## src/hdl/gb2312_glyph_address_stream_top_defines.svh

```systemverilog
// Assertion macros shared by the glyph address stream RTL.
// Included by files that carry concurrent checks; no other dependencies.
`ifndef GB2312_GLYPH_ADDRESS_STREAM_TOP_DEFINES_SVH
`define GB2312_GLYPH_ADDRESS_STREAM_TOP_DEFINES_SVH
`ifndef SYNTHESIS
`define GGA_ASSERT(lbl, clk, rst_n, prop) \
	lbl: assert property (@(posedge clk) disable iff (!rst_n) prop) \
		else $error("gga check failed");
`define GGA_NEVER(lbl, clk, rst_n, cond) \
	lbl: assert property (@(posedge clk) disable iff (!rst_n) !(cond)) \
		else $error("gga forbidden condition");
`else
`define GGA_ASSERT(lbl, clk, rst_n, prop)
`define GGA_NEVER(lbl, clk, rst_n, cond)
`endif
`endif

```

## src/hdl/gga_pkg.sv

```systemverilog
// Types and constants for the GB2312 glyph address stream.
// No dependencies; imported by every module of the block.
`default_nettype none
package gga_pkg;

	localparam int CFG_INDEX_W = 1;
	localparam int CFG_DATA_W  = 8;

	localparam logic [CFG_INDEX_W-1:0] CFG_START_PAGE   = 1'b0;
	localparam logic [CFG_INDEX_W-1:0] CFG_START_COLUMN = 1'b1;

	localparam logic [3:0] RESET_PAGE   = 4'd1;
	localparam logic [7:0] RESET_COLUMN = 8'd1;

	localparam logic [7:0] HIGH_LIMIT  = 8'hA0;
	localparam logic [7:0] FIRST_CELL  = 8'hA1;
	localparam logic [7:0] SYM_LAST    = 8'hA3;
	localparam logic [7:0] ZONE_A9     = 8'hA9;
	localparam logic [7:0] HANZI_FIRST = 8'hB0;
	localparam logic [7:0] HANZI_LAST  = 8'hF7;
	localparam logic [7:0] ASCII_FIRST = 8'h20;
	localparam logic [7:0] ASCII_LAST  = 8'h7E;

	localparam logic [6:0]  ROW_LEN    = 7'd94;
	localparam logic [9:0]  A9_BASE    = 10'd282;
	localparam logic [9:0]  HANZI_BASE = 10'd846;
	localparam logic [17:0] ASCII_BASE = 18'h3B7C0;

	localparam logic [7:0] WIDE_STEP   = 8'd16;
	localparam logic [7:0] NARROW_STEP = 8'd8;

	typedef struct packed {
		logic [7:0] text_byte;
		logic       last_byte;
	} gga_in_t;

	typedef struct packed {
		logic [17:0] glyph_address;
		logic        wide_glyph;
		logic [3:0]  draw_page;
		logic [7:0]  draw_column;
		logic        code_valid;
		logic        last_glyph;
	} gga_out_t;

	typedef struct packed {
		logic [7:0] high_byte;
		logic [7:0] low_byte;
		logic       wide;
		logic [3:0] page;
		logic [7:0] column;
		logic       last;
	} gga_job_t;

	typedef struct packed {
		logic full;
		logic empty;
	} gga_q_status_t;

endpackage
`default_nettype wire

```

## src/hdl/gga_front.sv

```systemverilog
// Front end: byte acceptance, double-byte pairing, column tracking and config registers.
// Depends on gga_pkg; pushes glyph jobs into gga_queue.
`default_nettype none
module gga_front
	import gga_pkg::*;
(
	input  wire logic                   clk,
	input  wire logic                   arst_n,
	input  wire logic                   in_valid,
	input  wire gga_in_t                in_data,
	output logic                        in_stall,
	input  wire logic                   cfg_valid,
	input  wire logic [CFG_INDEX_W-1:0] cfg_index,
	input  wire logic [CFG_DATA_W-1:0]  cfg_data,
	output logic                        cfg_ready,
	input  wire gga_q_status_t          q_status,
	output logic                        push,
	output gga_job_t                    push_job
);

	logic [3:0] page_q;
	logic [7:0] start_col_q;
	logic [7:0] col_q;
	logic [7:0] hb_q;
	logic       pending_q;
	logic       accept;
	logic       is_high;

	assign in_stall  = q_status.full;
	assign cfg_ready = 1'b1;
	assign accept    = in_valid && !in_stall;
	assign is_high   = in_data.text_byte > HIGH_LIMIT;

	always_comb begin
		push              = 1'b0;
		push_job.page     = page_q;
		push_job.column   = col_q;
		push_job.last     = in_data.last_byte;
		push_job.high_byte = 8'd0;
		push_job.low_byte = in_data.text_byte;
		push_job.wide     = 1'b0;
		if (accept) begin
			if (pending_q) begin
				push               = 1'b1;
				push_job.high_byte = hb_q;
				push_job.wide      = 1'b1;
			end else if (is_high) begin
				push               = in_data.last_byte;
				push_job.high_byte = in_data.text_byte;
				push_job.low_byte  = 8'd0;
				push_job.wide      = 1'b1;
			end else begin
				push = 1'b1;
			end
		end
	end

	always_ff @(posedge clk or negedge arst_n) begin
		if (!arst_n) begin
			page_q      <= RESET_PAGE;
			start_col_q <= RESET_COLUMN;
			col_q       <= RESET_COLUMN;
			hb_q        <= 8'd0;
			pending_q   <= 1'b0;
		end else begin
			if (cfg_valid && cfg_ready) begin
				case (cfg_index)
					CFG_START_PAGE: page_q <= cfg_data[3:0];
					CFG_START_COLUMN: begin
						start_col_q <= cfg_data;
						col_q       <= cfg_data;
					end
					default: ;
				endcase
			end
			if (accept) begin
				if (pending_q) begin
					pending_q <= 1'b0;
					hb_q      <= 8'd0;
				end else if (is_high && !in_data.last_byte) begin
					pending_q <= 1'b1;
					hb_q      <= in_data.text_byte;
				end
			end
			if (push) begin
				if (push_job.last) begin
					col_q <= start_col_q;
				end else begin
					col_q <= col_q + (push_job.wide ? WIDE_STEP : NARROW_STEP);
				end
			end
		end
	end

endmodule
`default_nettype wire

```

## src/hdl/gga_queue.sv

```systemverilog
// Two-entry job queue between the front end and the address back end.
// Depends on gga_pkg and the assertion macro header.
`default_nettype none
`include "gb2312_glyph_address_stream_top_defines.svh"
module gga_queue
	import gga_pkg::*;
(
	input  wire logic     clk,
	input  wire logic     arst_n,
	input  wire logic     push,
	input  wire gga_job_t push_job,
	input  wire logic     pop,
	output gga_job_t      head,
	output gga_q_status_t status
);

	gga_job_t   mem_q [2];
	logic       wr_ptr_q;
	logic       rd_ptr_q;
	logic [1:0] count_q;

	assign head         = mem_q[rd_ptr_q];
	assign status.full  = count_q == 2'd2;
	assign status.empty = count_q == 2'd0;

	always_ff @(posedge clk) begin
		if (push) begin
			mem_q[wr_ptr_q] <= push_job;
		end
	end

	always_ff @(posedge clk or negedge arst_n) begin
		if (!arst_n) begin
			wr_ptr_q <= 1'b0;
			rd_ptr_q <= 1'b0;
			count_q  <= 2'd0;
		end else begin
			if (push) begin
				wr_ptr_q <= !wr_ptr_q;
			end
			if (pop) begin
				rd_ptr_q <= !rd_ptr_q;
			end
			case ({push, pop})
				2'b10:   count_q <= count_q + 2'd1;
				2'b01:   count_q <= count_q - 2'd1;
				default: ;
			endcase
		end
	end

	`GGA_NEVER(a_no_push_full, clk, arst_n, push && status.full && !pop)
	`GGA_NEVER(a_no_pop_empty, clk, arst_n, pop && status.empty)
	`GGA_NEVER(a_count_bound, clk, arst_n, count_q == 2'd3)
	`GGA_ASSERT(a_fill, clk, arst_n, (push && !pop && count_q == 2'd1) |=> status.full)

endmodule
`default_nettype wire

```

## src/hdl/gga_back.sv

```systemverilog
// Back end: GB2312 zone and ASCII address mapping into the output register.
// Depends on gga_pkg; pops jobs from gga_queue.
`default_nettype none
module gga_back
	import gga_pkg::*;
(
	input  wire logic          clk,
	input  wire logic          arst_n,
	input  wire gga_job_t      head,
	input  wire gga_q_status_t q_status,
	output logic               pop,
	output logic               out_valid,
	input  wire logic          out_stall,
	output gga_out_t           out_data
);

	logic        out_valid_q;
	gga_out_t    out_q;
	logic        load;
	logic        dbl;
	logic        zone_ok;
	logic [6:0]  row;
	logic [9:0]  base;
	logic [7:0]  lb_off;
	logic [12:0] idx;
	logic [6:0]  ascii_off;
	gga_out_t    nxt;

	assign load      = !out_valid_q || !out_stall;
	assign pop       = load && !q_status.empty;
	assign out_valid = out_valid_q;
	assign out_data  = out_q;

	always_comb begin
		dbl       = (head.high_byte > HIGH_LIMIT) && (head.low_byte > HIGH_LIMIT);
		lb_off    = head.low_byte - FIRST_CELL;
		row       = 7'd0;
		base      = 10'd0;
		zone_ok   = 1'b0;
		ascii_off = 7'(head.low_byte - ASCII_FIRST);
		if (head.high_byte == ZONE_A9) begin
			base    = A9_BASE;
			zone_ok = 1'b1;
		end else if (head.high_byte inside {[FIRST_CELL:SYM_LAST]}) begin
			row     = 7'(head.high_byte - FIRST_CELL);
			zone_ok = 1'b1;
		end else if (head.high_byte inside {[HANZI_FIRST:HANZI_LAST]}) begin
			row     = 7'(head.high_byte - HANZI_FIRST);
			base    = HANZI_BASE;
			zone_ok = 1'b1;
		end
		idx = 13'(13'(row) * 13'(ROW_LEN)) + 13'(lb_off) + 13'(base);

		nxt.wide_glyph    = head.wide;
		nxt.draw_page     = head.page;
		nxt.draw_column   = head.column;
		nxt.last_glyph    = head.last;
		nxt.glyph_address = 18'd0;
		nxt.code_valid    = 1'b0;
		if (dbl) begin
			if (zone_ok) begin
				nxt.glyph_address = {idx, 5'd0};
				nxt.code_valid    = 1'b1;
			end
		end else if (head.low_byte inside {[ASCII_FIRST:ASCII_LAST]}) begin
			nxt.glyph_address = ASCII_BASE + {7'd0, ascii_off, 4'd0};
			nxt.code_valid    = 1'b1;
		end
	end

	always_ff @(posedge clk) begin
		if (pop) begin
			out_q <= nxt;
		end
	end

	always_ff @(posedge clk or negedge arst_n) begin
		if (!arst_n) begin
			out_valid_q <= 1'b0;
		end else if (load) begin
			out_valid_q <= !q_status.empty;
		end
	end

endmodule
`default_nettype wire

```

## src/hdl/gb2312_glyph_address_stream_top.sv

```systemverilog
// GB2312 glyph address stream: text bytes in, font ROM glyph fetch requests out.
// Depends on gga_pkg, gga_front, gga_queue and gga_back.
//
// Usage:
//   in channel  (in_valid/in_stall/in_data): one raw string byte per transfer,
//     last_byte marks the end of the string.
//   out channel (out_valid/out_stall/out_data): one glyph request per character;
//     a GB2312 high byte produces nothing until its low byte arrives, unless it carries last_byte.
//   cfg channel (cfg_valid/cfg_ready/cfg_index/cfg_data): start_page and
//     start_column; cfg_ready is always high. Write only while the block is idle.
//     Writing start_column also reloads the running column.
// Throughput: one byte per cycle while in_stall is low, set by the combinational pairing logic in the
//   front end and the combinational zone multiply-add in the back end.
// Path: the completing byte of a glyph writes its job into the queue, and the job is then
//   loaded into the output register once that register is free to take it.
// Reset: page 1, start column 1, no high byte held, queue and output empty.
// Stall: the two-entry queue absorbs back pressure; in_stall rises when it is
//   full, and the output holds its transfer while out_stall is high.
`default_nettype none
module gb2312_glyph_address_stream_top
	import gga_pkg::*;
(
	input  wire logic                   clk,
	input  wire logic                   arst_n,
	input  wire logic                   in_valid,
	output logic                        in_stall,
	input  wire gga_in_t                in_data,
	output logic                        out_valid,
	input  wire logic                   out_stall,
	output gga_out_t                    out_data,
	input  wire logic                   cfg_valid,
	output logic                        cfg_ready,
	input  wire logic [CFG_INDEX_W-1:0] cfg_index,
	input  wire logic [CFG_DATA_W-1:0]  cfg_data
);

	gga_q_status_t q_status;
	gga_job_t      push_job;
	gga_job_t      head;
	logic          push;
	logic          pop;

	gga_front u_front (
		.clk       (clk),
		.arst_n    (arst_n),
		.in_valid  (in_valid),
		.in_data   (in_data),
		.in_stall  (in_stall),
		.cfg_valid (cfg_valid),
		.cfg_index (cfg_index),
		.cfg_data  (cfg_data),
		.cfg_ready (cfg_ready),
		.q_status  (q_status),
		.push      (push),
		.push_job  (push_job)
	);

	gga_queue u_queue (
		.clk      (clk),
		.arst_n   (arst_n),
		.push     (push),
		.push_job (push_job),
		.pop      (pop),
		.head     (head),
		.status   (q_status)
	);

	gga_back u_back (
		.clk       (clk),
		.arst_n    (arst_n),
		.head      (head),
		.q_status  (q_status),
		.pop       (pop),
		.out_valid (out_valid),
		.out_stall (out_stall),
		.out_data  (out_data)
	);

endmodule
`default_nettype wire

```

## config.mk

```make
export PLATFORM = sky130hd
export DESIGN_NAME = gb2312_glyph_address_stream_top
export DESIGN_NICKNAME = d
export VERILOG_FILES = /design/src/hdl/gga_pkg.sv /design/src/hdl/gga_front.sv /design/src/hdl/gga_queue.sv /design/src/hdl/gga_back.sv /design/src/hdl/gb2312_glyph_address_stream_top.sv
export VERILOG_INCLUDE_DIRS = /design/src /design/src/hdl
export SDC_FILE = /design/constraint.sdc
export NUM_CORES = 1
export LEC_CHECK = 0
export BUFFER_PORTS_ARGS = -buffer_cell sky130_fd_sc_hd__buf_2
export CAP_MARGIN = 20
export CELL_PAD_IN_SITES_DETAIL_PLACEMENT = 1
export CELL_PAD_IN_SITES_GLOBAL_PLACEMENT = 2
export CORE_ASPECT_RATIO = 1.1
export CORE_UTILIZATION = 42
export CTS_CLUSTER_DIAMETER = 50
export DETAILED_ROUTE_END_ITERATION = 7
export PLACE_DENSITY_LB_ADDON = 0.25
export SKIP_LAST_GASP = 1
export SLEW_MARGIN = 20
export SYNTH_ARGS = -nofsm -noshare
export SYNTH_HDL_FRONTEND = slang
export SYNTH_HIERARCHICAL = 1
export SYNTH_SLANG_ARGS = --single-unit
```

## constraint.sdc

```tcl
create_clock -name clk -period 7.25 [get_ports clk]
set_input_delay 1.0875 -clock clk [delete_from_list [all_inputs] [get_ports clk]]
set_output_delay 1.0875 -clock clk [all_outputs]
set_load 0.01 [all_outputs]
```

### Word-level counts from Yosys, hierarchy flattened

Memories as Yosys holds them, arrays and structs flattened.
Index checks and enable logic that the tools add are counted.

| cells by class | value |
|---|---|
| $add $sub $neg | 10 |
| $mul | 1 |
| order comparisons | 9 |
| equality and inequality tests | 4 |
| multiplexer cells | 35 |
| bitwise logic cells | 1 |
| reduce and logical (&&, ||, !) cells | 24 |

Operators by type and width:

| cell | number |
|---|---|
| $mux W8 | 8 |
| $mux W18 | 3 |
| $mux W17 | 2 |
| $mux W10 | 3 |
| $gt A8 B8 Y1 const B | 3 |
| $mux W7 | 3 |
| $sub A7 B6 Y7 const B | 3 |
| $add A16 B12 Y17 const A | 1 |
| $ge A8 B8 Y1 const B | 2 |
| $le A8 B8 Y1 const B | 2 |
| $mux W1 | 14 |
| $add A13 B10 Y13 | 1 |
| $add A13 B8 Y13 | 1 |
| $mul A7 B6 Y12 const B | 1 |
| $add A8 B8 Y8 | 1 |
| $eq A8 B8 Y1 const B | 1 |
| $ge A8 B6 Y1 const B | 1 |
| $le A8 B7 Y1 const B | 1 |
| $reduce_and A2 Y1 | 4 |
| $reduce_bool A2 Y1 | 4 |
| $sub A8 B8 Y8 const B | 1 |
| $logic_and A1 B1 Y1 | 7 |
| $logic_not A1 Y1 | 7 |
| $mux W5 | 1 |
| 8 further kinds | 9 |

| word-level totals | value |
|---|---|
| register bits | 67 |
| RAM bits | 60 |
| input port bits | 23 |
| output and inout bits | 36 |
| word-level logic and storage cells | 100 |
| memories | 1 |

Memory list:

| name | depth | width | rd ports | clocked after memory_dff | wr ports | line | RTL |
|---|---|---|---|---|---|---|---|
| u_queue.mem_q | 2 | 30 | 1 | 0 | 1 | gga_queue.sv:17 | `gga_job_t mem_q [2];` |

### Depth between registers and ports, before layout

An unclocked memory read counts as a cell.

| depth | value |
|---|---|
| depth after elaboration | 11 |
| depth in mapped cells | 30 |
| gate-level depth less buffers | 28 |

### Modules after synthesis

Netlist, hierarchy kept.

By module, submodules not included:

| module | instances | cells each | area each (um2) | seq. area each (um2) |
|---|---|---|---|---|
| gga_back | 1 | 314 | 3196.8 | 895.9 |
| gga_queue | 1 | 109 | 2352.3 | 1901.8 |
| gga_front | 1 | 166 | 1799.2 | 729.4 |

### Worst setup path before layout

Ideal clock, no wire load.

| timing path | value |
|---|---|
| path type | register -> register |
| from | register u_queue.rd_ptr_q |
| to | register u_back.out_q (netlist bit u_back/out_data[31]) (data pin) |
| arrival | 6215 ps |
| data required time | 6980 ps |
| slack | 765 ps |
| cell stages (with the launch flop) | 25 |
| buffers on the path | 1 |
| cells stage by stage | dfrtp_1 buf_4 mux2_2 ha_1 o21ai_1 nand3b_1 o211a_4 nor2b_1 nand2_1 o21a_1 fa_1 fa_1 fa_1 inv_1 ha_1 and3_1 a2111o_1 xor2_1 ha_1 ha_1 a21o_1 a31o_2 a21oi_1 xnor2_1 o21ai_1 |

RTL lines:

| item | line | RTL |
|---|---|---|
| from (decl) | gga_queue.sv:19 | `logic rd_ptr_q;` |
| from (signal assigned) | gga_queue.sv:42 | `rd_ptr_q <= !rd_ptr_q;` |
| to (signal assigned) | gga_back.sv:73 | `out_q <= nxt;` |
| to (decl) | gga_back.sv:18 | `gga_out_t out_q;` |

==> results.ini <==
[run_status]
status = completed

[worst_setup_path]
cpMaxStageDelayCell = fa_1
start_kind = register
cp_common_cell = ha_1
path_cells = mux2_2 -> inv_1 -> ha_1 -> nor3b_2 -> nand3b_1 -> o211a_4 -> nor2b_1 -> nand2_2 -> o21a_1 -> fa_1 -> fa_1 -> fa_1 -> inv_1 -> ha_1 -> and3_1 -> a2111o_1 -> xor2_1 -> ha_1 -> ha_1 -> a21o_1 -> a31o_2 -> a21oi_1 -> xnor2_1 -> o21ai_1
cp.arrival_ns = 7.02
critPathKind = register to register
critical_path.max_stage_delay_ns = 0.57
cp_max_fo = 10
cpLargestDelayFamily = adder cells
end_kind = register
cp-startpoint = u_queue/rd_ptr_q
path_buf_inv = 2
r2r-start = u_queue/rd_ptr_q
reg2reg_slack_ns = 0.38
ff2ff_path_depth = 24
critical_path_required_ns = 7.40
r2r-end = u_back/out_data[31]

[sta]
timing.final.ws_setup_ns = 0.376
slew_violations = 0
clock_skew_ns = 0.00919
rsz0062_at_grt = false
hold_violations = 0
slew_headroom_pct = 39.9
tightestPinTransition_ns = 0.901
tns_ns = 0
max_freq_mhz = 145
finalSetupViolations = 0
layout_min_cycle_time_ns = 6.87
period_share_pct = 94.8

[placed_design]
place.gp.congestion = 0.794
io_buffers = 53
dp_hpwl_um = 11700
pre_cts_ws_ns = 0.227

[synth]
yosysWarningCount = 6
synth_edf_count = 89
synthFlopType = edfxtp_1
synth_area_per_cell_um2 = 12.5
syn_inst = 589
async_flop_share_pct = 27.6
synth_cell_types = 75
ys_top_cells_by_area = edfxtp_1, dfrtp_1, ha_1, mux2_2, fa_1
yosys.area.top_type = edfxtp_1
post-synth-top-count-cell = edfxtp_1
ys_seq_elements = 123
yosysTopAreaCellShare_pct = 36.4
ys_seq_area_share_pct = 48.0
synth_common_cells = edfxtp_1, ha_1, inv_1
syn_area_mm2 = 0.00735

[detailed_routing]
drt-total-wl_um = 15600
drt-initial-drc-count = 125
postRouteAntennaNets = 0
viasPerCell = 5.19
remaining_drc_errors = 0
vias = 4647
drt-wirelength-per-cell_um = 17.5
first_pass_iters = 4

[clock_network]
clk_latency_ns = 0.42
cts_hold_buf = 0
clkTransAtPathRegs_ns = 0.06
cts_tree = built
cts-root-buf = clkbuf_16
cts_made_buffers = 17
htreeDepth = 4
clockBufferDepth = 2
cts_sinks = 123

[floorplanning]
dieArea_mm2 = 0.0180
pin_count = 59
start_util_pct = 43.0
dieHeight_um = 141
core-area_mm2 = 0.0171
rows = 50
die-width_um = 128

[hold_path]
hold_class = register to register
hold-path-cell-count = 0
hold_end = u_queue/mem_q[0][12]
hold_path_startpoint = u_front/page_q[3]

[global_routing]
grt_pass1_vias = 5037
grt_pass1_wl_um = 25900
grt_max_degree = 35
overflow = 0
track_usage_pct = 18.8
grt_antenna_before_repair = 0

[run]
maxCapViolCount = 0

[final_layout]
num_antenna_cells = 0
nets = 745
final_layout_size_suffix_gt1_share_pct = 25.4
filler_cell_count = 1796
synthToLayoutAreaGrowth_pct = 14.6

placed cells by master, fill, tap and decap left out, drive strengths merged, types with 4 or more instances in the layout:
master,count
mux2i,15
buf,60
a21o,9
nor2b,11
nand3b,9
xnor2,23
conb,5
inv,57
o21a,6
xor2,12
a22oi,7
nor3,4
and3,4
ha,55
a21oi,27
clkinv,6
o22ai,8
nand2b,4
clkbuf,17
fa,19
mux2,42
o21ai,28
edfxtp,89
nor2,19
nand2,42
dfrtp,31
cell families after synthesis:
kind of cell | count (synthesis) | synth area share [%]
buf+inv | 75 | 4.80
fa+ha+maj | 74 | 14.5
other cells | 2 | 0.102
simple gates | 111 | 8.46
mux | 57 | 8.48
compound gates | 112 | 11.2
flops | 123 | 48.0
xor+xnor | 35 | 4.38
worst reg2reg max path, cell delays in order (launching register included):
cell,delay (ns)
dfrtp_2,0.48
mux2_2,0.39
inv_1,0.14
ha_1,0.23
nor3b_2,0.27
nand3b_1,0.16
o211a_4,0.20
nor2b_1,0.17
nand2_2,0.15
o21a_1,0.26
fa_1,0.57
fa_1,0.44
fa_1,0.54
inv_1,0.04
ha_1,0.35
and3_1,0.19
a2111o_1,0.44
xor2_1,0.16
ha_1,0.30
ha_1,0.36
a21o_1,0.18
a31o_2,0.22
a21oi_1,0.17
xnor2_1,0.13
o21ai_1,0.07
routing by layer:
layer  vias to the layer above  GRT usage [%]  share of wire [%]
met5                         -              0                  0
met1                      2340           20.9                 41
met3                        21           3.34                1.9
li1                       2235              -                  -
met2                        51           35.5                 56
met4                         0           6.81                1.6
stage by stage:
step           cells  hold slack [ns]  utilization (%)  instance area, µm²
2_1_floorplan    592            0.437                -                7360
3_3_place_gp     862            0.464             45.8                7820
3_5_place_dp     862            0.472             45.8                7820
4_1_cts          894            0.480             49.1                8380
5_1_grt          895            0.493             49.3                8420
6_report         895            0.487             49.3                8420
flip-flops by register name (all words and copies together), names as in the netlist, 2 cells and up:
name	cells
u_front/col_q	8
u_front/hb_q	8
u_queue/count_q	2
u_back/out_data	29
u_front/start_col_q	8
u_queue/mem_q	60
u_front/page_q	4
final cells by class:
cell class              instances  area (µm²)  area share, %
clock inverters                15         139           1.65
well taps                     234         293           3.48
clock buffers                  17         425           5.05
flip-flops and latches        123        3530           41.9
multi-input cells             394        3500           41.6
inverters                      52         195           2.32
repair buffers                 60         338           4.01
timing repair:
action / in CTS / in global routing
setup buffers: 0 / 0
endpoints found under the setup margin: 0 / 2
resized for setup: 0 / 3
hold endpoints to repair: 0 / 0
worst max-delay path by stage:
stage,end,slack (ns),depth (start not counted)
4_1_cts,u_back/out_data[31],0.21,24
6_report,u_back/out_data[31],0.38,24
3_5_place_dp,u_back/out_data[31],0.23,24
3_3_place_gp,u_back/out_data[31],0.47,25
2_1_floorplan,u_back/out_data[31],0.77,24
5_1_grt,u_back/out_data[31],0.03,24
Power is not shown: default switching activity piles up to over one toggle a cycle in this logic, so the estimate is an artifact.
